--- config.mk ---
export PLATFORM = sky130hd
export DESIGN_NAME = ept_page_walker_core
export DESIGN_NICKNAME = d
export VERILOG_FILES = /design/src/design/ept_pw_pkg.sv /design/src/design/ept_pw_walk.sv /design/src/design/ept_pw_fifo.sv /design/src/design/ept_pw_core.sv
export SDC_FILE = /design/constraint.sdc
export NUM_CORES = 2
export LEC_CHECK = 0
export ABC_AREA = 1
export BUFFER_PORTS_ARGS = -buffer_cell sky130_fd_sc_hd__buf_4
export CAP_MARGIN = 20
export CORE_MARGIN = 1.5
export CORE_UTILIZATION = 57
export DETAILED_ROUTE_END_ITERATION = 10
export GPL_ROUTABILITY_DRIVEN = 0
export PLACE_DENSITY = 0.77
export RECOVER_POWER = 100
export SYNTH_ARGS = -nofsm -noshare
export SYNTH_HDL_FRONTEND = slang
export SYNTH_HIERARCHICAL = 1
export SYNTH_SLANG_ARGS = --single-unit
--- constraint.sdc ---
create_clock -name clk -period 16.9 [get_ports clk]
set_input_delay 0.845 -clock clk [delete_from_list [all_inputs] [get_ports clk]]
set_output_delay 0.845 -clock clk [all_outputs]
set_load 0.02 [all_outputs]
--- src/design/ept_pw_pkg.sv ---
// ----------------------------------------------------------------------------
// ept_pw_pkg
// Shared types, codes and constants of the EPT page walker.
// ----------------------------------------------------------------------------
package ept_pw_pkg;

  // Default physical address width of the host.
  localparam int PHYS_ADDR_BITS_DEF = 52;

  // Depth of the result queue; two slots are kept free to take an item.
  localparam int RES_DEPTH = 4;

  // Operation codes of an input item.
  localparam logic [1:0] OP_TRANSLATE = 2'd0;
  localparam logic [1:0] OP_PERMIT    = 2'd1;
  localparam logic [1:0] OP_ENTRY     = 2'd2;

  // Kinds of result.
  localparam logic [1:0] KIND_READ  = 2'd0;
  localparam logic [1:0] KIND_WRITE = 2'd1;
  localparam logic [1:0] KIND_DONE  = 2'd2;

  // Finish status codes.
  localparam logic [1:0] ST_OK          = 2'd0;
  localparam logic [1:0] ST_NOT_PRESENT = 2'd1;
  localparam logic [1:0] ST_BUSY        = 2'd2;

  // Walk levels.
  localparam logic [1:0] LVL_PML4 = 2'd0;
  localparam logic [1:0] LVL_PDPT = 2'd1;
  localparam logic [1:0] LVL_PD   = 2'd2;
  localparam logic [1:0] LVL_PT   = 2'd3;

  typedef struct packed {
    logic [1:0]  operation;
    logic [47:0] guest_address;
    logic        grant_read;
    logic        grant_write;
    logic        grant_execute;
    logic [63:0] entry_word;
  } in_item_t;

  typedef struct packed {
    logic [1:0]  kind;
    logic [51:0] mem_address;
    logic [63:0] write_word;
    logic [1:0]  status;
    logic [51:0] host_address;
    logic        last;
  } out_item_t;

  // Walk context kept between requests and entry responses.
  typedef struct packed {
    logic        busy;
    logic        update;
    logic [1:0]  level;
    logic [47:0] gaddr;
    logic [2:0]  grants;
    logic [51:0] pend_addr;
  } walk_state_t;

endpackage

--- src/design/ept_pw_walk.sv ---
// ----------------------------------------------------------------------------
// ept_pw_walk
// One step of the walk: from the current context and one input item, the
// next context and up to two results.
// ----------------------------------------------------------------------------
module ept_pw_walk #(
  parameter int PHYS_ADDR_BITS = ept_pw_pkg::PHYS_ADDR_BITS_DEF
) (
  input  ept_pw_pkg::in_item_t    item,
  input  ept_pw_pkg::walk_state_t st,
  input  logic [39:0]             root_frame,
  output ept_pw_pkg::walk_state_t st_nxt,
  output ept_pw_pkg::out_item_t   res0,
  output ept_pw_pkg::out_item_t   res1,
  output logic [1:0]              n_res
);

  // Physical address masks, with the frame bits at and above a page size.
  localparam logic [51:0] TOP_MASK = {52{1'b1}} >> (52 - PHYS_ADDR_BITS);
  localparam logic [51:0] LOW12    = (52'(1) << 12) - 52'(1);
  localparam logic [51:0] LOW21    = (52'(1) << 21) - 52'(1);
  localparam logic [51:0] LOW30    = (52'(1) << 30) - 52'(1);
  localparam logic [51:0] FRAME12  = TOP_MASK & ~LOW12;
  localparam logic [51:0] FRAME21  = TOP_MASK & ~LOW21;
  localparam logic [51:0] FRAME30  = TOP_MASK & ~LOW30;

  // Address of the entry for a level within a table.
  function automatic logic [51:0] slot_addr(input logic [51:0] base,
                                            input logic [47:0] ga,
                                            input logic [1:0]  lvl);
    logic [8:0] idx;
    begin
      case (lvl)
        ept_pw_pkg::LVL_PML4: idx = ga[47:39];
        ept_pw_pkg::LVL_PDPT: idx = ga[38:30];
        ept_pw_pkg::LVL_PD:   idx = ga[29:21];
        default:              idx = ga[20:12];
      endcase
      slot_addr = (base & FRAME12) | {40'd0, idx, 3'd0};
    end
  endfunction

  logic        present;
  logic        leaf;
  logic [1:0]  next_level;
  logic [51:0] frame_mask;
  logic [51:0] host;
  logic [51:0] next_slot;
  logic [47:0] req_ga;

  // Leaf test, translated address and next entry address.
  always_comb begin
    present    = (item.entry_word[2:0] != 3'd0);
    leaf       = (st.level == ept_pw_pkg::LVL_PT) ||
                 (((st.level == ept_pw_pkg::LVL_PDPT) || (st.level == ept_pw_pkg::LVL_PD))
                  && item.entry_word[7]);
    next_level = st.level + 2'd1;
    case (st.level)
      ept_pw_pkg::LVL_PDPT: frame_mask = FRAME30;
      ept_pw_pkg::LVL_PD:   frame_mask = FRAME21;
      default:              frame_mask = FRAME12;
    endcase
    // The page offset is only the guest bits below the page size.
    host      = (item.entry_word[51:0] & frame_mask) |
                ({4'd0, st.gaddr} & ~frame_mask & TOP_MASK);
    next_slot = slot_addr(item.entry_word[51:0], st.gaddr, next_level);
    req_ga    = item.guest_address;
  end

  // Step decode.
  always_comb begin
    st_nxt = st;
    res0   = '0;
    res1   = '0;
    n_res  = 2'd0;
    case (item.operation)
      ept_pw_pkg::OP_TRANSLATE, ept_pw_pkg::OP_PERMIT: begin
        n_res     = 2'd1;
        res0.last = 1'b1;
        if (st.busy) begin
          res0.kind   = ept_pw_pkg::KIND_DONE;
          res0.status = ept_pw_pkg::ST_BUSY;
        end else begin
          st_nxt.busy      = 1'b1;
          st_nxt.update    = (item.operation == ept_pw_pkg::OP_PERMIT);
          st_nxt.level     = ept_pw_pkg::LVL_PML4;
          st_nxt.gaddr     = req_ga;
          st_nxt.grants    = {item.grant_execute, item.grant_write, item.grant_read};
          st_nxt.pend_addr = slot_addr({root_frame, 12'd0}, req_ga, ept_pw_pkg::LVL_PML4);
          res0.kind        = ept_pw_pkg::KIND_READ;
          res0.mem_address = st_nxt.pend_addr;
        end
      end
      ept_pw_pkg::OP_ENTRY: begin
        if (st.busy) begin
          if (!present) begin
            // Missing entry ends the walk.
            st_nxt.busy = 1'b0;
            n_res       = 2'd1;
            res0.kind   = ept_pw_pkg::KIND_DONE;
            res0.status = ept_pw_pkg::ST_NOT_PRESENT;
            res0.last   = 1'b1;
          end else if (leaf) begin
            st_nxt.busy = 1'b0;
            if (st.update) begin
              n_res            = 2'd2;
              res0.kind        = ept_pw_pkg::KIND_WRITE;
              res0.mem_address = st.pend_addr;
              res0.write_word  = {item.entry_word[63:3], st.grants};
              res1.kind        = ept_pw_pkg::KIND_DONE;
              res1.last        = 1'b1;
            end else begin
              n_res             = 2'd1;
              res0.kind         = ept_pw_pkg::KIND_DONE;
              res0.host_address = host;
              res0.last         = 1'b1;
            end
          end else begin
            // Intermediate entry: optional write-back, then the next read.
            st_nxt.level     = next_level;
            st_nxt.pend_addr = next_slot;
            if (st.update) begin
              n_res            = 2'd2;
              res0.kind        = ept_pw_pkg::KIND_WRITE;
              res0.mem_address = st.pend_addr;
              res0.write_word  = item.entry_word | {61'd0, st.grants};
              res1.kind        = ept_pw_pkg::KIND_READ;
              res1.mem_address = next_slot;
              res1.last        = 1'b1;
            end else begin
              n_res            = 2'd1;
              res0.kind        = ept_pw_pkg::KIND_READ;
              res0.mem_address = next_slot;
              res0.last        = 1'b1;
            end
          end
        end
      end
      default: begin
        n_res = 2'd0;
      end
    endcase
  end

endmodule

--- src/design/ept_pw_fifo.sv ---
// ----------------------------------------------------------------------------
// ept_pw_fifo
// Result queue: takes up to two results a cycle, hands out one a cycle while out_ready is high.
// ----------------------------------------------------------------------------
module ept_pw_fifo (
  input  logic                  clk,
  input  logic                  rst_n,
  input  logic [1:0]            push_n,
  input  ept_pw_pkg::out_item_t push_d0,
  input  ept_pw_pkg::out_item_t push_d1,
  output logic                  space_ok,
  output logic [$clog2(ept_pw_pkg::RES_DEPTH):0] count,
  output logic                  out_valid,
  input  logic                  out_ready,
  output ept_pw_pkg::out_item_t out_data
);

  localparam int PW = $clog2(ept_pw_pkg::RES_DEPTH);

  ept_pw_pkg::out_item_t mem [ept_pw_pkg::RES_DEPTH];

  logic [PW-1:0] wp_r, wp_nxt;
  logic [PW-1:0] rp_r, rp_nxt;
  logic [PW:0]   count_r, count_nxt;
  logic          pop;

  // Pointer and fill arithmetic.
  always_comb begin
    pop       = out_valid && out_ready;
    wp_nxt    = wp_r + PW'(push_n);
    rp_nxt    = rp_r + PW'(pop);
    count_nxt = count_r + (PW + 1)'(push_n) - (PW + 1)'(pop);
  end

  always_ff @(posedge clk) begin
    if (!rst_n) begin
      wp_r    <= '0;
      rp_r    <= '0;
      count_r <= '0;
    end else begin
      wp_r    <= wp_nxt;
      rp_r    <= rp_nxt;
      count_r <= count_nxt;
    end
  end

  // Storage writes, one or two slots in order.
  always_ff @(posedge clk) begin
    if (push_n != 2'd0) begin
      mem[wp_r] <= push_d0;
    end
    if (push_n == 2'd2) begin
      mem[wp_r + PW'(1)] <= push_d1;
    end
  end

  assign out_valid = (count_r != '0);
  assign out_data  = mem[rp_r];
  assign space_ok  = (count_r <= (PW + 1)'(ept_pw_pkg::RES_DEPTH - 2));
  assign count     = count_r;

endmodule

--- src/design/ept_pw_core.sv ---
// ----------------------------------------------------------------------------
// ept_page_walker_core
// Four-level EPT walker: requests and entry responses in, entry reads,
// entry writes and finish results out.
// ----------------------------------------------------------------------------
//  channel | direction | handshake           | payload
//  in_     | input     | in_valid/in_ready   | in_data   (in_item_t)
//  out_    | output    | out_valid/out_ready | out_data  (out_item_t)
//  cfg_    | input     | cfg_valid/cfg_ready | cfg_data  (root table frame)
//
// Each input transfer is decoded in the cycle it is taken, and its results,
// none, one or two, enter a four-slot result queue and are held from the next cycle.
// One input item a cycle is taken while the queue has two free slots; results
// leave one per cycle, so the output side sets the rate for two-result items.
// Reset is synchronous and clears the walk context, the root frame and the
// queue; there is no clearing pass. The configuration port is always ready.
// ----------------------------------------------------------------------------
module ept_page_walker_core #(
  parameter int PHYS_ADDR_BITS = ept_pw_pkg::PHYS_ADDR_BITS_DEF
) (
  input  logic                  clk,
  input  logic                  rst_n,
  input  logic                  in_valid,
  output logic                  in_ready,
  input  ept_pw_pkg::in_item_t  in_data,
  output logic                  out_valid,
  input  logic                  out_ready,
  output ept_pw_pkg::out_item_t out_data,
  input  logic                  cfg_valid,
  output logic                  cfg_ready,
  input  logic [39:0]           cfg_data
);

  ept_pw_pkg::walk_state_t state_r, state_nxt;
  ept_pw_pkg::out_item_t   res0, res1;
  logic [39:0]             root_r;
  logic [1:0]              n_res;
  logic [1:0]              push_n;
  logic                    in_fire;
  logic                    space_ok;
  logic [$clog2(ept_pw_pkg::RES_DEPTH):0] q_count;

  assign in_ready  = space_ok;
  assign in_fire   = in_valid && in_ready;
  assign cfg_ready = 1'b1;
  assign push_n    = in_fire ? n_res : 2'd0;

  // Root table frame register.
  always_ff @(posedge clk) begin
    if (!rst_n) begin
      root_r <= '0;
    end else if (cfg_valid && cfg_ready) begin
      root_r <= cfg_data;
    end
  end

  // Walk context, advanced on each input transfer.
  always_ff @(posedge clk) begin
    if (!rst_n) begin
      state_r <= '0;
    end else if (in_fire) begin
      state_r <= state_nxt;
    end
  end

  ept_pw_walk #(
    .PHYS_ADDR_BITS(PHYS_ADDR_BITS)
  ) u_walk (
    .item       (in_data),
    .st         (state_r),
    .root_frame (root_r),
    .st_nxt     (state_nxt),
    .res0       (res0),
    .res1       (res1),
    .n_res      (n_res)
  );

  ept_pw_fifo u_fifo (
    .clk       (clk),
    .rst_n     (rst_n),
    .push_n    (push_n),
    .push_d0   (res0),
    .push_d1   (res1),
    .space_ok  (space_ok),
    .count     (q_count),
    .out_valid (out_valid),
    .out_ready (out_ready),
    .out_data  (out_data)
  );

`ifndef SYNTHESIS
  // The queue never holds more than its depth.
  a_queue_bound: assert property (@(posedge clk) disable iff (!rst_n)
    q_count <= ($clog2(ept_pw_pkg::RES_DEPTH) + 1)'(ept_pw_pkg::RES_DEPTH))
    else $error("result queue overfilled");

  // A request taken while idle starts a walk.
  a_walk_start: assert property (@(posedge clk) disable iff (!rst_n)
    in_fire && !state_r.busy &&
    (in_data.operation == ept_pw_pkg::OP_TRANSLATE ||
     in_data.operation == ept_pw_pkg::OP_PERMIT)
    |=> state_r.busy)
    else $error("request did not start a walk");

  // A request refused while busy leaves the walk context untouched.
  a_busy_hold: assert property (@(posedge clk) disable iff (!rst_n)
    in_fire && state_r.busy &&
    (in_data.operation == ept_pw_pkg::OP_TRANSLATE ||
     in_data.operation == ept_pw_pkg::OP_PERMIT)
    |=> state_r == $past(state_r))
    else $error("refused request changed the walk");

  // An item that produces results always places at least one in the queue.
  a_queue_fill: assert property (@(posedge clk) disable iff (!rst_n)
    push_n != 2'd0 |=> out_valid)
    else $error("results lost from the queue");
`endif

endmodule

# After elaboration in Yosys (flattened, before gate mapping)
# Memories as Yosys holds them, arrays and structs flattened. A register that Yosys moved wholly into a read port is not among the register bits.
# Index checks and enable logic that the tools add are counted.
dict set report totals {
  reg_bits 154
  mem_bits_rw 692
  inputBits 162
  output_inout_bits 176
  word_cells 113
  n_memories 1
}
# name words width read_ports rd_clocked_by_memory_dff write_ports line_no
set memory_table {}
lappend memory_table {u_fifo.mem 4 173 1 1 2 ept_pw_fifo.sv:20} ;# ept_pw_pkg::out_item_t mem [ept_pw_pkg::RES_DEPTH];
dict set report classes {
  addsub 6
  magnitude_cmp 1
  n_eq_ne 12
  n_mux 60
  bitwise_logic 8
  reduce_logical 15
}
# op n
set op_table {}
lappend op_table {{$mux 52} 9}
lappend op_table {{$mux 116} 2}
lappend op_table {{$mux 173} 1}
lappend op_table {{$mux 54} 3}
lappend op_table {{$mux 64} 2}
lappend op_table {{$mux 118} 1}
lappend op_table {{$pmux 54 s2} 1}
lappend op_table {{$mux 53} 2}
lappend op_table {{$mux 105} 1}
lappend op_table {{$or 52x12->52} 2}
lappend op_table {{$pmux 52 s2} 1}
lappend op_table {{$or 64x3->64} 1}
lappend op_table {{$pmux 30 s2} 1}
lappend op_table {{$and 48x52->52} 1}
lappend op_table {{$and 52x52->52} 1}
lappend op_table {{$not 52->52} 1}
lappend op_table {{$or 52x52->52} 1}
lappend op_table {{$pmux 9 s3} 1}
lappend op_table {{$mux 2} 13}
lappend op_table {{$mux 9} 2}
lappend op_table {{$mux 1} 15}
lappend op_table {{$pmux 2 s2} 3}
lappend op_table {{$eq 2x2->1 const B} 5}
lappend op_table {{$eq 2x1->1 const B} 3}
lappend op_table {{19 further kinds} 29}

# Logic depth before layout (Yosys ltp)
dict set report logic_depth {
  ltp_word 10
  mapped_depth 14
  ltp_nobuf 13
}

# By module
# The synthesis kept the hierarchy.
# module n_inst cells_per_inst area_each_um2 seq_area_each_um2
set modules_own_cells {}
lappend modules_own_cells {ept_pw_fifo 1 3447 33194.3 20920.1}
lappend modules_own_cells {ept_page_walker_core 1 857 5720.5 2942.8}
lappend modules_own_cells {ept_pw_walk 1 1142 5255.0 0.0}

# Worst setup path before layout
# No wires, ideal clock.
dict set report synth_path {
  kind {input-to-reg}
  from {input port in_data[116] in the netlist's numbering}
  to {memory u_fifo/mem[3][0] in the netlist's numbering (enable)}
  setup_time_ns 0.959
  arrival_ns 14.430
  t_required_ns 15.941
  slack_ns 1.511
  path_stages 9
  n_path_buf 1
  path_cell_list {inv_2 -> nor2_4 -> nand3_2 -> clkbuf_1 -> nor2_1 -> inv_1 -> nor2_1 -> nor2_1 -> o31ai_1}
}
# item line_no
set synth_lines {}
lappend synth_lines {{start: declaration} ept_pw_core.sv:25} ;# input ept_pw_pkg::in_item_t in_data,
lappend synth_lines {{end: declaration} ept_pw_fifo.sv:20}

==> impl_results.md <==
- Cts repair resizes: 0
- Syn-to-layout area delta: 9.72%
- Largest net degree at the start of global routing: 238
- CTS tree: done
- Sum Neg Setup Slack: 0 ns
- Ys async rst share: 0%
- Post-synth top area share: 47.0%
- Violations in the final reports: capacitance limit, slew limit
- Io pins: 338
- Comb pwr share: 29.4%
- Final slew viol count: 1247
- Place WS: 10.21 ns
- Die Area: 0.0792 mm2
- Clock-pin slew on the worst setup and hold paths: 0.06 ns
- H-tree depth: 3
- Number of global-route vias before repair: 34900
- Die X: 281 um
- RSZ-0062 raised after global routing: no
- CP max FO: 147
- Cells after Synth: 5446
- Ys Warns: 6
- Worst R2R Start: u_fifo/count[0]
- Worst Min Path Start: cfg_data[0]
- WP data required: 17.14 ns
- Leak: 18.3 nW
- Cts bufs inserted: 87
- CP Cell Sequence: a21oi_1 -> nand2_1 -> nor2_1 -> nor2_1 -> nand2_1 -> nand2_1 -> buf_4
- Placed Cells: 6458
- FMAX: 0.0946 GHz
- HPWL Detailed: 79.4 mm
- Tcrit/Tclk final: 62.5%
- Rel. slew slack: -227%
- CTS Hold Bufs: 0
- # port buffers: 336
- Final setup vio count: 0
- EDFF count, synth: 692
- Sequential Power Share: 39.6%
- Worst IR Drop VDD: 0.0768 mV
- Hold Fails Final Rpt: 0
- Hold Path End: root_r[0]
- Sw Share: 35.8%
- Sequential-to-total area share from yosys stat: 54.0%
- Most common flop cell mapped by yosys: edfxtp_1
- Max-cap violations: 18
- Fin cells: 6630
- Synth area leaders: edfxtp_1, o21ai_0, nand2_1
- Post-route ant nets: 0
- Core Rows: 101
- Layout cells sized above 1: 6.31%
- Mapped Area: 0.0442 mm2
- Pwr Total: 0.00638 W
- Critical path's most frequent cell: nand2_1
- Fillers: 6491
- Most frequent cell after synthesis: nand2_1
- Synth cell count leaders: nand2_1, o21ai_0, nor2_1
- Clk pwr share: 30.9%
- Routed wire length: 134 mm
- # DRC: 0
- First-pass GRT wire length: 198 mm
- Starting Density: 57.9%
- Post-CTS setup buffer count: 0
- CTS max path bufs: 3
- Detailed Route Iter0 Violations: 4881
- Worst Skew: 0.0312 ns
- R2r worst-path depth: 7
- Slowest Stage Delay on Critical Path: 3.37 ns
- Antenna violations before repair: 2
- Synthesized flop and latch total: 846
- Post-synth top area cell: edfxtp_1
- Clock Latency Late Sink: 0.66 ns
- Post-DR wirelength/cell: 20.2 um
- Via count: 38400
- Hold path cells: 3
- Routed vias/inst: 5.80
- Drt pass-1 iters: 8
- R2R Path End: u_fifo/mem[2][84]
- Arrival @ worst endpoint: 10.81 ns
- Slack of the critical path: 6.33 ns
- CP max stage cell: nand2_1
- Worst-margin pin slew: 4.91 ns
- Fin Hold WS: 0.434 ns
- Clock period minus worst slack: 10.57 ns
- Core ar.: 0.0763 mm2
- GRT Overall Usage: 33.0%
- Switching pwr: 0.00229 W
- Kind of critical path: flop to flop
- Yosys cell types: 31
- Clk root buf: clkbuf_16
- Fin nets: 5693
- Congestion Overflow GR: 0
- Die H: 281 um
- Status: finished with violations
- Power Density: 132 mW/mm2
- Clock sinks: 846
- Mean Syn Cell Area: 8.11 um2
- Flop-to-flop setup slack: 6.33 ns
- Hold crit path type: input pin to flop
- Crit. End Element: flop
- Int Power: 0.00410 W
- CP startpoint kind: flop
## cell type report
cell class / count / area (um2) / area share [%]
Clock buffer: 130 / 2540 / 5.24
Antenna cell: 4 / 10.0 / 0.0207
Timing Repair Buffer: 382 / 2250 / 4.64
Tap cell: 1030 / 1290 / 2.66
Inverter: 425 / 1600 / 3.31
Sequential cell: 846 / 23900 / 49.3
Clock inverter: 33 / 382 / 0.787
Multi-Input combinational cell: 3780 / 16500 / 34.1
## registers in the layout (all words and copies together), names as in the netlist
| signal | cells |
|---|---|
| u_fifo/count | 3 |
| u_fifo/rp_r | 2 |
| u_fifo/wp_r | 2 |
| root_r | 40 |
| state_r | 107 |
| u_fifo/mem | 692 |
## power groups by stage
stage,combinational (W),clock [W],sequential [W]
floorplan,0.00121,0,0.00255
global placement,0.00193,0,0.00257
detailed placement,0.00195,0,0.00257
CTS,0.00197,0.00198,0.00253
global route,0.00203,0.00206,0.00255
finish,0.00188,0.00197,0.00253
## per-stage QoR
step	utilization, %	cell area, um2
final	63.5	48500
after global routing	63.5	48500
after CTS	64.4	49100
after detailed placement	60.6	46200
after global placement	60.6	46200
after floorplan	-	44600
## cells by family after synthesis
logic type               after synthesis  synth area share, %
AND/OR/NAND/NOR                     2332                 20.6
AO/OA/AOI/OAI                       1314                 15.4
buffers and inverters                941                 9.64
flip-flops                           846                 54.0
adder cells (fa/ha/maj)                9                0.272
XOR/XNOR                               2               0.0397
other                                  2               0.0170
## critical path, delay by kind of cell, from the launching register on
family	cells	cell delay, ns
AND/OR/NAND/NOR	5	8.54
AO/OA/AOI/OAI	1	0.09
buffers and inverters	1	1.10
flip-flops	1	0.34
## placed cells by master, fill, tap and decap left out, types with 2 or more instances in the layout
cell type   Yosys  layout
inv_2           6       5
nor2_4          3       4
o211ai_1        2       2
buf_4         136     196
edfxtp_1      692     692
inv_1         417     416
clkinv_2        0      14
clkbuf_1      225     207
xor2_1          2       2
a21oi_1         5       5
o21ai_1        44       4
conb_1          2     123
dfxtp_1       154     152
clkbuf_8        0      13
bufinv_16       0       8
nand3_1       176     177
diode_2         0       4
clkbuf_16       0      90
clkinv_1        2       6
nor2_1        841     841
buf_16          0       2
clkinvlp_4      0       3
nand2_1      1250    1249
o22ai_1       173     173
o21ai_0      1088    1128
nor3_1         53      53
ha_1            8       8
buf_12          0       2
nand4_1         3       3
inv_6           0       5
## worst max-delay path by stage
stage / start / endpoint / slack (ns) / depth (start not counted)
after global routing: u_fifo/count[2] / u_fifo/mem[2][89] / 5.56 / 7
final: u_fifo/count[0] / u_fifo/mem[2][84] / 6.33 / 7
after detailed placement: in_data[116] / u_fifo/mem[0][84] / 10.21 / 13
after CTS: u_fifo/count[2] / u_fifo/mem[0][84] / 10.39 / 9
after floorplan: in_data[116] / u_fifo/mem[3][0] / 1.51 / 9
after global placement: in_data[116] / u_fifo/mem[0][84] / 10.26 / 13
## metal layers
layer	vias up	share of wire, %	GRT usage [%]
li1	18000	-	-
met1	17800	37	42.4
met2	2241	46	51.9
met3	409	11	7.03
met4	4	5.9	18.7
met5	-	0.020	0
Note: power is estimated with default switching activity, not from simulation.
